### config.mk
export PLATFORM = sky130hd
export DESIGN_NAME = string_to_integer_parser
export DESIGN_NICKNAME = d
export VERILOG_FILES = /design/src/rtl/stp_pkg.sv /design/src/rtl/string_to_integer_parser.sv /design/src/rtl/stp_scan.sv /design/src/rtl/stp_shape.sv
export SDC_FILE = /design/constraint.sdc
export NUM_CORES = 2
export LEC_CHECK = 0
export ABC_AREA = 1
export BUFFER_PORTS_ARGS = -buffer_cell sky130_fd_sc_hd__buf_2
export CORE_MARGIN = 4
export CORE_UTILIZATION = 40
export DETAILED_ROUTE_END_ITERATION = 10
export PLACE_DENSITY = 0.57
export REMOVE_ABC_BUFFERS = 1
export SLEW_MARGIN = 5
export SYNTH_ARGS = -nofsm -noshare
export SYNTH_HDL_FRONTEND = slang
export SYNTH_SLANG_ARGS = --single-unit
### constraint.sdc
create_clock -name clk -period 14.3 [get_ports clk]
set_input_delay 1.43 -clock clk [delete_from_list [all_inputs] [get_ports clk]]
set_output_delay 1.43 -clock clk [all_outputs]
set_load 0.05 [all_outputs]
### src/rtl/stp_pkg.sv
package stp_pkg;

	localparam int DEFAULT_MAX_LENGTH = 4096;
	localparam int BASE_W             = 6;
	localparam int MODE_W             = 2;
	localparam int OFFSET_W           = 12;
	localparam int VALUE_W            = 64;
	localparam int CFG_INDEX_W        = 4;
	localparam int CFG_DATA_W         = 8;
	localparam int IN_TDATA_W         = 8;
	localparam int OUT_TDATA_W        = 80;

	localparam logic [CFG_INDEX_W-1:0] CFG_NUMBER_BASE = 4'd0;
	localparam logic [CFG_INDEX_W-1:0] CFG_RESULT_MODE = 4'd1;

	localparam logic [MODE_W-1:0] MODE_U64 = 2'd0;
	localparam logic [MODE_W-1:0] MODE_S64 = 2'd1;
	localparam logic [MODE_W-1:0] MODE_S32 = 2'd2;

	localparam logic [BASE_W-1:0] BASE_RESET = 6'd10;
	localparam logic [BASE_W-1:0] BASE_OCT   = 6'd8;
	localparam logic [BASE_W-1:0] BASE_DEC   = 6'd10;
	localparam logic [BASE_W-1:0] BASE_HEX   = 6'd16;
	localparam logic [BASE_W-1:0] BASE_WIDE  = 6'd32;

	localparam logic [7:0] CH_NUL   = 8'h00;
	localparam logic [7:0] CH_TAB   = 8'h09;
	localparam logic [7:0] CH_CR    = 8'h0D;
	localparam logic [7:0] CH_SPACE = 8'h20;
	localparam logic [7:0] CH_PLUS  = 8'h2B;
	localparam logic [7:0] CH_MINUS = 8'h2D;
	localparam logic [7:0] CH_ZERO  = 8'h30;
	localparam logic [7:0] CH_NINE  = 8'h39;
	localparam logic [7:0] CH_UA    = 8'h41;
	localparam logic [7:0] CH_UZ    = 8'h5A;
	localparam logic [7:0] CH_LA    = 8'h61;
	localparam logic [7:0] CH_LZ    = 8'h7A;
	localparam logic [7:0] CH_UX    = 8'h58;
	localparam logic [7:0] CH_LX    = 8'h78;
	localparam logic [7:0] DIGIT_NONE = 8'hFF;

	typedef enum logic [4:0] {
		PH_SKIP   = 5'b00001,
		PH_SIGN   = 5'b00010,
		PH_ZERO   = 5'b00100,
		PH_DIGITS = 5'b01000,
		PH_DONE   = 5'b10000
	} phase_t;

	typedef struct packed {
		logic [VALUE_W-1:0]  acc;
		logic                negative;
		logic                overflowed;
		logic [OFFSET_W-1:0] offset;
	} fin_t;

endpackage

### src/rtl/string_to_integer_parser.sv
// String to integer parser.
// Input stream (s_*): one character per item in s_tdata[7:0]; a string ends
// at a NUL character or at an item with s_tlast high, and that closing item
// yields exactly one result. Other items yield none.
// Output stream (m_*): m_tdata[63:0] value, [75:64] end offset,
// [76] range error, upper bits zero.
// Configuration (cfg_*): index 0 number base, index 1 result mode; write
// only while no string is in flight. cfg_ready is always high.
// Throughput: one character per cycle, except that a closing item waits
// while the finishing stage is full; the accumulator update is combinational.
// Path: the closing item passes the input register, then the finishing
// register, then the output register.
// Stalls: a held m_tready parks the result in the output register; one more
// result waits in the finishing stage, after which s_tready drops only when
// a further closing item arrives.
// Reset: all stages empty, parser at the start of a string, number base 10,
// result mode signed 32.
module string_to_integer_parser
	import stp_pkg::*;
#(
	parameter int MAX_LENGTH = DEFAULT_MAX_LENGTH
) (
	input  logic                   clk,
	input  logic                   arst_n,
	input  logic                   s_tvalid,
	output logic                   s_tready,
	input  logic [IN_TDATA_W-1:0]  s_tdata,   // [7:0] character
	input  logic                   s_tlast,
	output logic                   m_tvalid,
	input  logic                   m_tready,
	output logic [OUT_TDATA_W-1:0] m_tdata,   // [63:0] value, [75:64] end_offset, [76] range_error
	input  logic                   cfg_valid,
	output logic                   cfg_ready,
	input  logic [CFG_INDEX_W-1:0] cfg_index,
	input  logic [CFG_DATA_W-1:0]  cfg_data
);

	logic [BASE_W-1:0] number_base_q;
	logic [MODE_W-1:0] result_mode_q;
	logic              fin_valid, fin_ready;
	fin_t              fin;

	assign cfg_ready = 1'b1;

	always_ff @(posedge clk or negedge arst_n) begin
		if (!arst_n) begin
			number_base_q <= BASE_RESET;
			result_mode_q <= MODE_S32;
		end else if (cfg_valid && cfg_ready) begin
			case (cfg_index)
				CFG_NUMBER_BASE: number_base_q <= cfg_data[BASE_W-1:0];
				CFG_RESULT_MODE: result_mode_q <= cfg_data[MODE_W-1:0];
				default: ;
			endcase
		end
	end

	stp_scan #(
		.MAX_LENGTH(MAX_LENGTH)
	) u_scan (
		.clk        (clk),
		.arst_n     (arst_n),
		.number_base(number_base_q),
		.s_tvalid   (s_tvalid),
		.s_tready   (s_tready),
		.s_tdata    (s_tdata),
		.s_tlast    (s_tlast),
		.fin_ready  (fin_ready),
		.fin_valid  (fin_valid),
		.fin        (fin)
	);

	stp_shape u_shape (
		.clk        (clk),
		.arst_n     (arst_n),
		.result_mode(result_mode_q),
		.fin_valid  (fin_valid),
		.fin_ready  (fin_ready),
		.fin        (fin),
		.m_tvalid   (m_tvalid),
		.m_tready   (m_tready),
		.m_tdata    (m_tdata)
	);

endmodule

### src/rtl/stp_scan.sv
module stp_scan
	import stp_pkg::*;
#(
	parameter int MAX_LENGTH = DEFAULT_MAX_LENGTH
) (
	input  logic                  clk,
	input  logic                  arst_n,
	input  logic [BASE_W-1:0]     number_base,
	input  logic                  s_tvalid,
	output logic                  s_tready,
	input  logic [IN_TDATA_W-1:0] s_tdata,   // [7:0] character
	input  logic                  s_tlast,
	input  logic                  fin_ready,
	output logic                  fin_valid,
	output fin_t                  fin
);

	localparam int CAP_INT = (MAX_LENGTH - 1 < 4095) ? MAX_LENGTH - 1 : 4095;
	localparam logic [OFFSET_W-1:0] CAP = OFFSET_W'(CAP_INT);

	logic       valid_s1;
	logic [7:0] char_s1;
	logic       last_s1;

	phase_t              phase_q, phase_d;
	logic [VALUE_W-1:0]  acc_q, acc_d;
	logic                neg_q, neg_d;
	logic [BASE_W-1:0]   ebase_q, ebase_d;
	logic [OFFSET_W-1:0] pos_q, pos_d;
	logic [OFFSET_W-1:0] stop_q, stop_d;
	logic                ovf_q, ovf_d;

	logic       is_ws, is_sign, is_x, x_ok;
	logic [7:0] dval;
	logic       produce, step;

	assign is_ws   = ((char_s1 >= CH_TAB) && (char_s1 <= CH_CR)) || (char_s1 == CH_SPACE);
	assign is_sign = (char_s1 == CH_PLUS) || (char_s1 == CH_MINUS);
	assign is_x    = (char_s1 == CH_LX) || (char_s1 == CH_UX);
	assign x_ok    = (number_base == '0) || (number_base == BASE_HEX) || (number_base > BASE_WIDE);

	always_comb begin
		if ((char_s1 >= CH_ZERO) && (char_s1 <= CH_NINE)) begin
			dval = char_s1 - CH_ZERO;
		end else if ((char_s1 >= CH_LA) && (char_s1 <= CH_LZ)) begin
			dval = char_s1 - CH_LA + 8'd10;
		end else if ((char_s1 >= CH_UA) && (char_s1 <= CH_UZ)) begin
			dval = char_s1 - CH_UA + 8'd10;
		end else begin
			dval = DIGIT_NONE;
		end
	end

	always_comb begin
		logic              lead;
		logic              digit_go;
		logic              adv;
		logic [BASE_W-1:0] dbase;
		logic [69:0]       prod;

		phase_d  = phase_q;
		acc_d    = acc_q;
		neg_d    = neg_q;
		ebase_d  = ebase_q;
		pos_d    = pos_q;
		stop_d   = stop_q;
		ovf_d    = ovf_q;
		lead     = 1'b0;
		digit_go = 1'b0;
		adv      = 1'b0;
		dbase    = ebase_q;

		if (char_s1 != CH_NUL) begin
			case (phase_q)
				PH_SKIP: begin
					if (is_ws) begin
						adv = 1'b1;
					end else if (is_sign) begin
						phase_d = PH_SIGN;
						neg_d   = (char_s1 == CH_MINUS);
						adv     = 1'b1;
					end else begin
						lead = 1'b1;
					end
				end
				PH_SIGN: begin
					lead = 1'b1;
				end
				PH_ZERO: begin
					if (is_x) begin
						if (x_ok) begin
							ebase_d = (number_base == '0) ? BASE_HEX : number_base;
							phase_d = PH_DIGITS;
							adv     = 1'b1;
						end else begin
							stop_d  = pos_q;
							phase_d = PH_DONE;
						end
					end else begin
						dbase    = (number_base == '0) ? BASE_OCT : number_base;
						ebase_d  = dbase;
						phase_d  = PH_DIGITS;
						digit_go = 1'b1;
					end
				end
				PH_DIGITS: begin
					digit_go = 1'b1;
				end
				default: ;
			endcase

			if (lead) begin
				if (char_s1 == CH_ZERO) begin
					phase_d = PH_ZERO;
					adv     = 1'b1;
				end else begin
					dbase    = (number_base == '0) ? BASE_DEC : number_base;
					ebase_d  = dbase;
					phase_d  = PH_DIGITS;
					digit_go = 1'b1;
				end
			end
		end

		prod = 70'(acc_q) * 70'(dbase) + 70'(dval);

		if (digit_go) begin
			if ((dbase == '0) || (dval >= {2'b00, dbase})) begin
				stop_d  = pos_q;
				phase_d = PH_DONE;
			end else if (prod[69:64] != '0) begin
				ovf_d   = 1'b1;
				acc_d   = '1;
				stop_d  = pos_q;
				phase_d = PH_DONE;
			end else begin
				acc_d = prod[63:0];
				adv   = 1'b1;
			end
		end

		if (adv && (pos_q < CAP)) begin
			pos_d = pos_q + 1'b1;
		end
	end

	assign produce   = valid_s1 && ((char_s1 == CH_NUL) || last_s1);
	assign step      = valid_s1 && (!produce || fin_ready);
	assign s_tready  = !valid_s1 || step;
	assign fin_valid = produce;

	always_comb begin
		fin.acc        = acc_d;
		fin.negative   = neg_d;
		fin.overflowed = ovf_d;
		if (phase_d == PH_SKIP) begin
			fin.offset = '0;
		end else if (phase_d == PH_DONE) begin
			fin.offset = stop_d;
		end else begin
			fin.offset = pos_d;
		end
	end

	always_ff @(posedge clk or negedge arst_n) begin
		if (!arst_n) begin
			valid_s1 <= 1'b0;
		end else if (s_tready) begin
			valid_s1 <= s_tvalid;
		end
	end

	always_ff @(posedge clk) begin
		if (s_tvalid && s_tready) begin
			char_s1 <= s_tdata;
			last_s1 <= s_tlast;
		end
	end

	always_ff @(posedge clk or negedge arst_n) begin
		if (!arst_n) begin
			phase_q <= PH_SKIP;
			acc_q   <= '0;
			neg_q   <= 1'b0;
			ebase_q <= '0;
			pos_q   <= '0;
			stop_q  <= '0;
			ovf_q   <= 1'b0;
		end else if (step) begin
			if (produce) begin
				phase_q <= PH_SKIP;
				acc_q   <= '0;
				neg_q   <= 1'b0;
				ebase_q <= '0;
				pos_q   <= '0;
				stop_q  <= '0;
				ovf_q   <= 1'b0;
			end else begin
				phase_q <= phase_d;
				acc_q   <= acc_d;
				neg_q   <= neg_d;
				ebase_q <= ebase_d;
				pos_q   <= pos_d;
				stop_q  <= stop_d;
				ovf_q   <= ovf_d;
			end
		end
	end

endmodule

### src/rtl/stp_shape.sv
module stp_shape
	import stp_pkg::*;
(
	input  logic                   clk,
	input  logic                   arst_n,
	input  logic [MODE_W-1:0]      result_mode,
	input  logic                   fin_valid,
	output logic                   fin_ready,
	input  fin_t                   fin,
	output logic                   m_tvalid,
	input  logic                   m_tready,
	output logic [OUT_TDATA_W-1:0] m_tdata    // [63:0] value, [75:64] end_offset, [76] range_error
);

	localparam logic [VALUE_W-1:0] S64_MAX = 64'h7FFF_FFFF_FFFF_FFFF;
	localparam logic [VALUE_W-1:0] S64_MIN = 64'h8000_0000_0000_0000;
	localparam logic [VALUE_W-1:0] S32_MAX = 64'h0000_0000_7FFF_FFFF;
	localparam logic [VALUE_W-1:0] S32_MAG = 64'h0000_0000_8000_0000;
	localparam logic [VALUE_W-1:0] S32_MIN = 64'hFFFF_FFFF_8000_0000;

	logic valid_s2;
	fin_t fin_s2;

	logic                m_valid_q;
	logic [VALUE_W-1:0]  value_q, value_d;
	logic [OFFSET_W-1:0] off_q;
	logic                rng_q, rng_d;
	logic                out_free;
	logic [VALUE_W-1:0]  neg_val;

	assign out_free  = !m_valid_q || m_tready;
	assign fin_ready = !valid_s2 || out_free;
	assign neg_val   = '0 - fin_s2.acc;

	always_comb begin
		value_d = fin_s2.acc;
		rng_d   = fin_s2.overflowed;
		case (result_mode)
			MODE_U64: begin
				value_d = fin_s2.acc;
			end
			MODE_S64: begin
				if (!fin_s2.negative) begin
					if (fin_s2.acc > S64_MAX) begin
						value_d = S64_MAX;
						rng_d   = 1'b1;
					end
				end else if (fin_s2.acc > S64_MIN) begin
					value_d = S64_MIN;
					rng_d   = 1'b1;
				end else begin
					value_d = neg_val;
				end
			end
			default: begin
				if (!fin_s2.negative) begin
					if (fin_s2.acc > S32_MAX) begin
						value_d = S32_MAX;
						rng_d   = 1'b1;
					end
				end else if (fin_s2.acc > S32_MAG) begin
					value_d = S32_MIN;
					rng_d   = 1'b1;
				end else begin
					value_d = neg_val;
				end
			end
		endcase
	end

	always_ff @(posedge clk or negedge arst_n) begin
		if (!arst_n) begin
			valid_s2  <= 1'b0;
			m_valid_q <= 1'b0;
		end else begin
			if (fin_ready) begin
				valid_s2 <= fin_valid;
			end
			if (out_free) begin
				m_valid_q <= valid_s2;
			end
		end
	end

	always_ff @(posedge clk) begin
		if (fin_valid && fin_ready) begin
			fin_s2 <= fin;
		end
		if (valid_s2 && out_free) begin
			value_q <= value_d;
			off_q   <= fin_s2.offset;
			rng_q   <= rng_d;
		end
	end

	assign m_tvalid = m_valid_q;
	assign m_tdata  = {3'b000, rng_q, off_q, value_q};

endmodule

==> impl_metrics.tcl <==
set metrics [dict create \
    n_antenna_cell 0 \
    drv_slew 0 \
    finalSetupViolCount 0 \
    critical_path_required_ns 14.56 \
    path_class "reg -> reg" \
    drc 0 \
    layout-drive-gt1-share 0.06491 \
    slew_headroom 0.2689 \
    gp_congestion 0.9112 \
    timing.clock.skew_ns 0.02418 \
    grt_overflow_total 0 \
    internal_power_w 0.002229 \
    fin_nets 4283 \
    regToRegSetupSlack_ns 4.21 \
    grt_first_pass_wirelength_um 139000 \
    wl_per_cell_um 17.85 \
    path_max_fanout 48 \
    grt_setup_unrepaired "no" \
    rows 98 \
    yosysSeqAreaShare 0.2679 \
    cts-htree-levels 2 \
    grt_pass1_vias 24851 \
    coreArea_sq_mm 0.07149 \
    dpl.hpwl_um 65040 \
    power.density_mw_per_mm2 141.8 \
    power_frac_clock 0.197 \
    antenna_found_initial 1 \
    track_usage 0.2236 \
    synth_xor_area_frac 0.02610 \
    synth_top_family_by_area "simple AND/OR/NAND/NOR gates" \
    drv_cap 0 \
    clkSlewWorstSetupHoldPaths_ns 0.06 \
    die_w_um 276.6 \
    syn_inst 3814 \
    synth_area_sq_mm 0.02886 \
    syn_to_final_growth_pct 8.433 \
    synth-simple-area-share 0.2468 \
    min_period_ns 10.09 \
    combPwrFrac 0.556 \
    fin_crit_sh 0.7058 \
    startpoint_type "register" \
    synth.distinct_cells 59 \
    hold_violations 0 \
    switchingPower_w 0.002208 \
    cts_buffer_depth 3 \
    hold_path_class "reg -> reg" \
    synth_flop_cell "edfxtp_1" \
    avgSynthCellArea_sq_um 7.567 \
    grt_max_degree 79 \
    drt_iter0_drc 1812 \
    p_leak_nw 15.42 \
    yosys.area_share.adder 0.2464 \
    peakVddDrop_mv 0.1819 \
    antenna_left 0 \
    cts_tree "done" \
    io_pins 109 \
    swShare 0.4977 \
    finalSetupTns_ns 0 \
    ys_ff_latch 276 \
    synth_edf_count 164 \
    cts_root_buf "clkbuf_16" \
    vias 25233 \
    max_freq_mhz 99.08 \
    cts-resized-gates 0 \
    path_common_cell "nand2_1" \
    slowest_delay_ns 0.89 \
    totalPowerFinal_w 0.004438 \
    ys_warn_count 0 \
    worstPathArrival_ns 10.35 \
    post-cts-setup-buffers 0 \
    io_buffers 102 \
    cp_slowest_cell "clkinv_1" \
    routed_via_density 5.238 \
    status "finished, final reports clean" \
    die_y_um 276.6 \
    tightest_slew_ns 1.097 \
    p_seq_frac 0.247 \
    async_flop_share 0.4058 \
    hold_buffers 0 \
    cts.sinks 276 \
    muxShareOfSynthArea 0 \
    initial_core_util 0.4037 \
    synth_compound_area_frac 0.1133 \
    numCtsBuffers 34 \
    worst_setup_path_end_kind "register" \
    die-area_sq_mm 0.07651 \
    routed_wl_um 86000 \
    firstDrtPassIters 5 \
    clock_latency_ns 0.55 \
]
power groups by stage:
stage	clock, W	combinational, W	sequential, W
final	0.000874	0.00247	0.00110
after global routing	0.000926	0.00277	0.00111
after CTS	0.000895	0.00247	0.00109
after global placement	0	0.00244	0.00111
after detailed placement	0	0.00245	0.00111
after floorplan	0	0.00160	0.00118
cells by family (layout without fill, tap and decap cells):
group                    after synthesis  in the layout
adder cells (fa/ha/maj)              416            416
XOR/XNOR                              86             86
AO/OA/AOI/OAI                        568            568
flip-flops                           276            276
AND/OR/NAND/NOR                     1729           1729
other                                  2              4
buffers and inverters                737            788
cell usage in the layout (no fill, tap or decap), types with 9 or more instances in the layout:
| cell type | instances |
|---|---|
| nor4_1 | 15 |
| buf_4 | 20 |
| o221ai_1 | 9 |
| o21ai_0 | 204 |
| inv_2 | 15 |
| o211ai_1 | 33 |
| o21ai_1 | 25 |
| a31oi_1 | 13 |
| ha_1 | 162 |
| o22ai_1 | 95 |
| xor2_1 | 50 |
| dfrtp_1 | 108 |
| clkbuf_16 | 35 |
| nand3_1 | 127 |
| edfxtp_1 | 164 |
| nor2_4 | 12 |
| nand4_1 | 36 |
| a22oi_1 | 18 |
| fa_1 | 254 |
| xnor2_1 | 36 |
| inv_1 | 583 |
| nand2_2 | 14 |
| nor2_1 | 590 |
| o21bai_1 | 18 |
| a21oi_1 | 125 |
| nor3_1 | 42 |
| nand2_1 | 856 |
| buf_2 | 101 |
synth_stat cells, types with 4 or more instances:
master	n	area share
a21oi_1	126	0.022
xor2_1	50	0.015
fa_1	254	0.18
buf_4	18	0.0047
nor2_1	595	0.077
o21ai_0	204	0.035
o21a_1	8	0.0021
nand4_1	36	0.0078
nand2_4	4	0.0016
o31ai_1	6	0.0016
nand2_1	859	0.11
clkinv_1	6	0.00078
nand2_2	11	0.0024
dfstp_2	4	0.0036
buf_2	10	0.0017
nor3_1	42	0.0073
nor4_1	15	0.0033
o21ai_1	25	0.0043
edfxtp_1	164	0.17
o221ai_1	9	0.0027
clkbuf_1	94	0.012
ha_1	162	0.070
o21bai_1	18	0.0047
inv_1	584	0.076
or2_2	4	0.00087
nand3_1	127	0.022
nor2_4	8	0.0031
o211ai_1	33	0.0086
a31oi_1	13	0.0028
nor2_2	7	0.0015
xnor2_1	36	0.011
buf_1	8	0.0010
dfrtp_1	108	0.094
o22ai_1	95	0.021
inv_2	15	0.0020
a22oi_1	18	0.0047
metrics by stage:
step | util | hold WS, ns | cell area [sq um] | setup slack (ns) | instances
finish | 0.4377 | 0.4153 | 31290 | 4.207 | 4817
global placement | 0.4221 | 0.4033 | 30170 | 4.253 | 4755
global route | 0.4377 | 0.4255 | 31290 | 3.450 | 4817
CTS | 0.4377 | 0.4153 | 31290 | 4.199 | 4817
floorplan | - | 0.4003 | 28280 | 6.317 | 3684
detailed placement | 0.4221 | 0.4045 | 30170 | 4.247 | 4755
per-layer routing:
layer	share of wire	wire [um]	GRT usage	vias to the layer above
met5	0	0	0	-
met4	0.025	2109	0.05462	0
met3	0.057	4903	0.03330	104
met2	0.44	38180	0.3565	667
met1	0.47	40810	0.3219	12203
li1	-	-	-	12259
sequential cells by signal, indices dropped and copies added, names as in the netlist, 2 cells and up:
register and count:
u_shape.value_q 64, u_scan.phase_q 5, u_scan.pos_q 12, number_base_q 6
u_scan.ebase_q 6, u_scan.acc_q 64, u_scan.char_s1 8, u_shape.off_q 12
u_scan.stop_q 12, u_shape.fin_s2 78, result_mode_q 2
path summary, 6_finish.rpt:
path	end	depth (start not counted)	start
min in group asynchronous	u_scan.stop_q[2]	1	arst_n
max in group asynchronous	u_scan.acc_q[24]	2	arst_n
hold reg to reg	u_shape.off_q[8]	0	u_shape.fin_s2[8]
hold / removal	u_shape.off_q[8]	0	u_shape.fin_s2[8]
setup / recovery	u_shape.fin_s2[34]	34	u_scan.char_s1[1]
setup reg to reg	u_shape.fin_s2[34]	34	u_scan.char_s1[1]
critical path: cells and delay by family (launching register included):
kind                     cells  cell delay (ns)
adder cells (fa/ha/maj)      6             2.43
flip-flops                   1             0.50
buffers and inverters        9             3.13
AND/OR/NAND/NOR             18             3.41
AO/OA/AOI/OAI                1             0.16
layout make-up:
type	instances	area (sq um)
tap	950	1189
inverter	605	2272
clock buffer	46	957.2
timing repair buffer	121	655.6
clock inverter	16	162.7
sequential	276	7732
multi-input combinational	2803	18320
fill	7332	40190
Power figures use the tool's default switching activity.
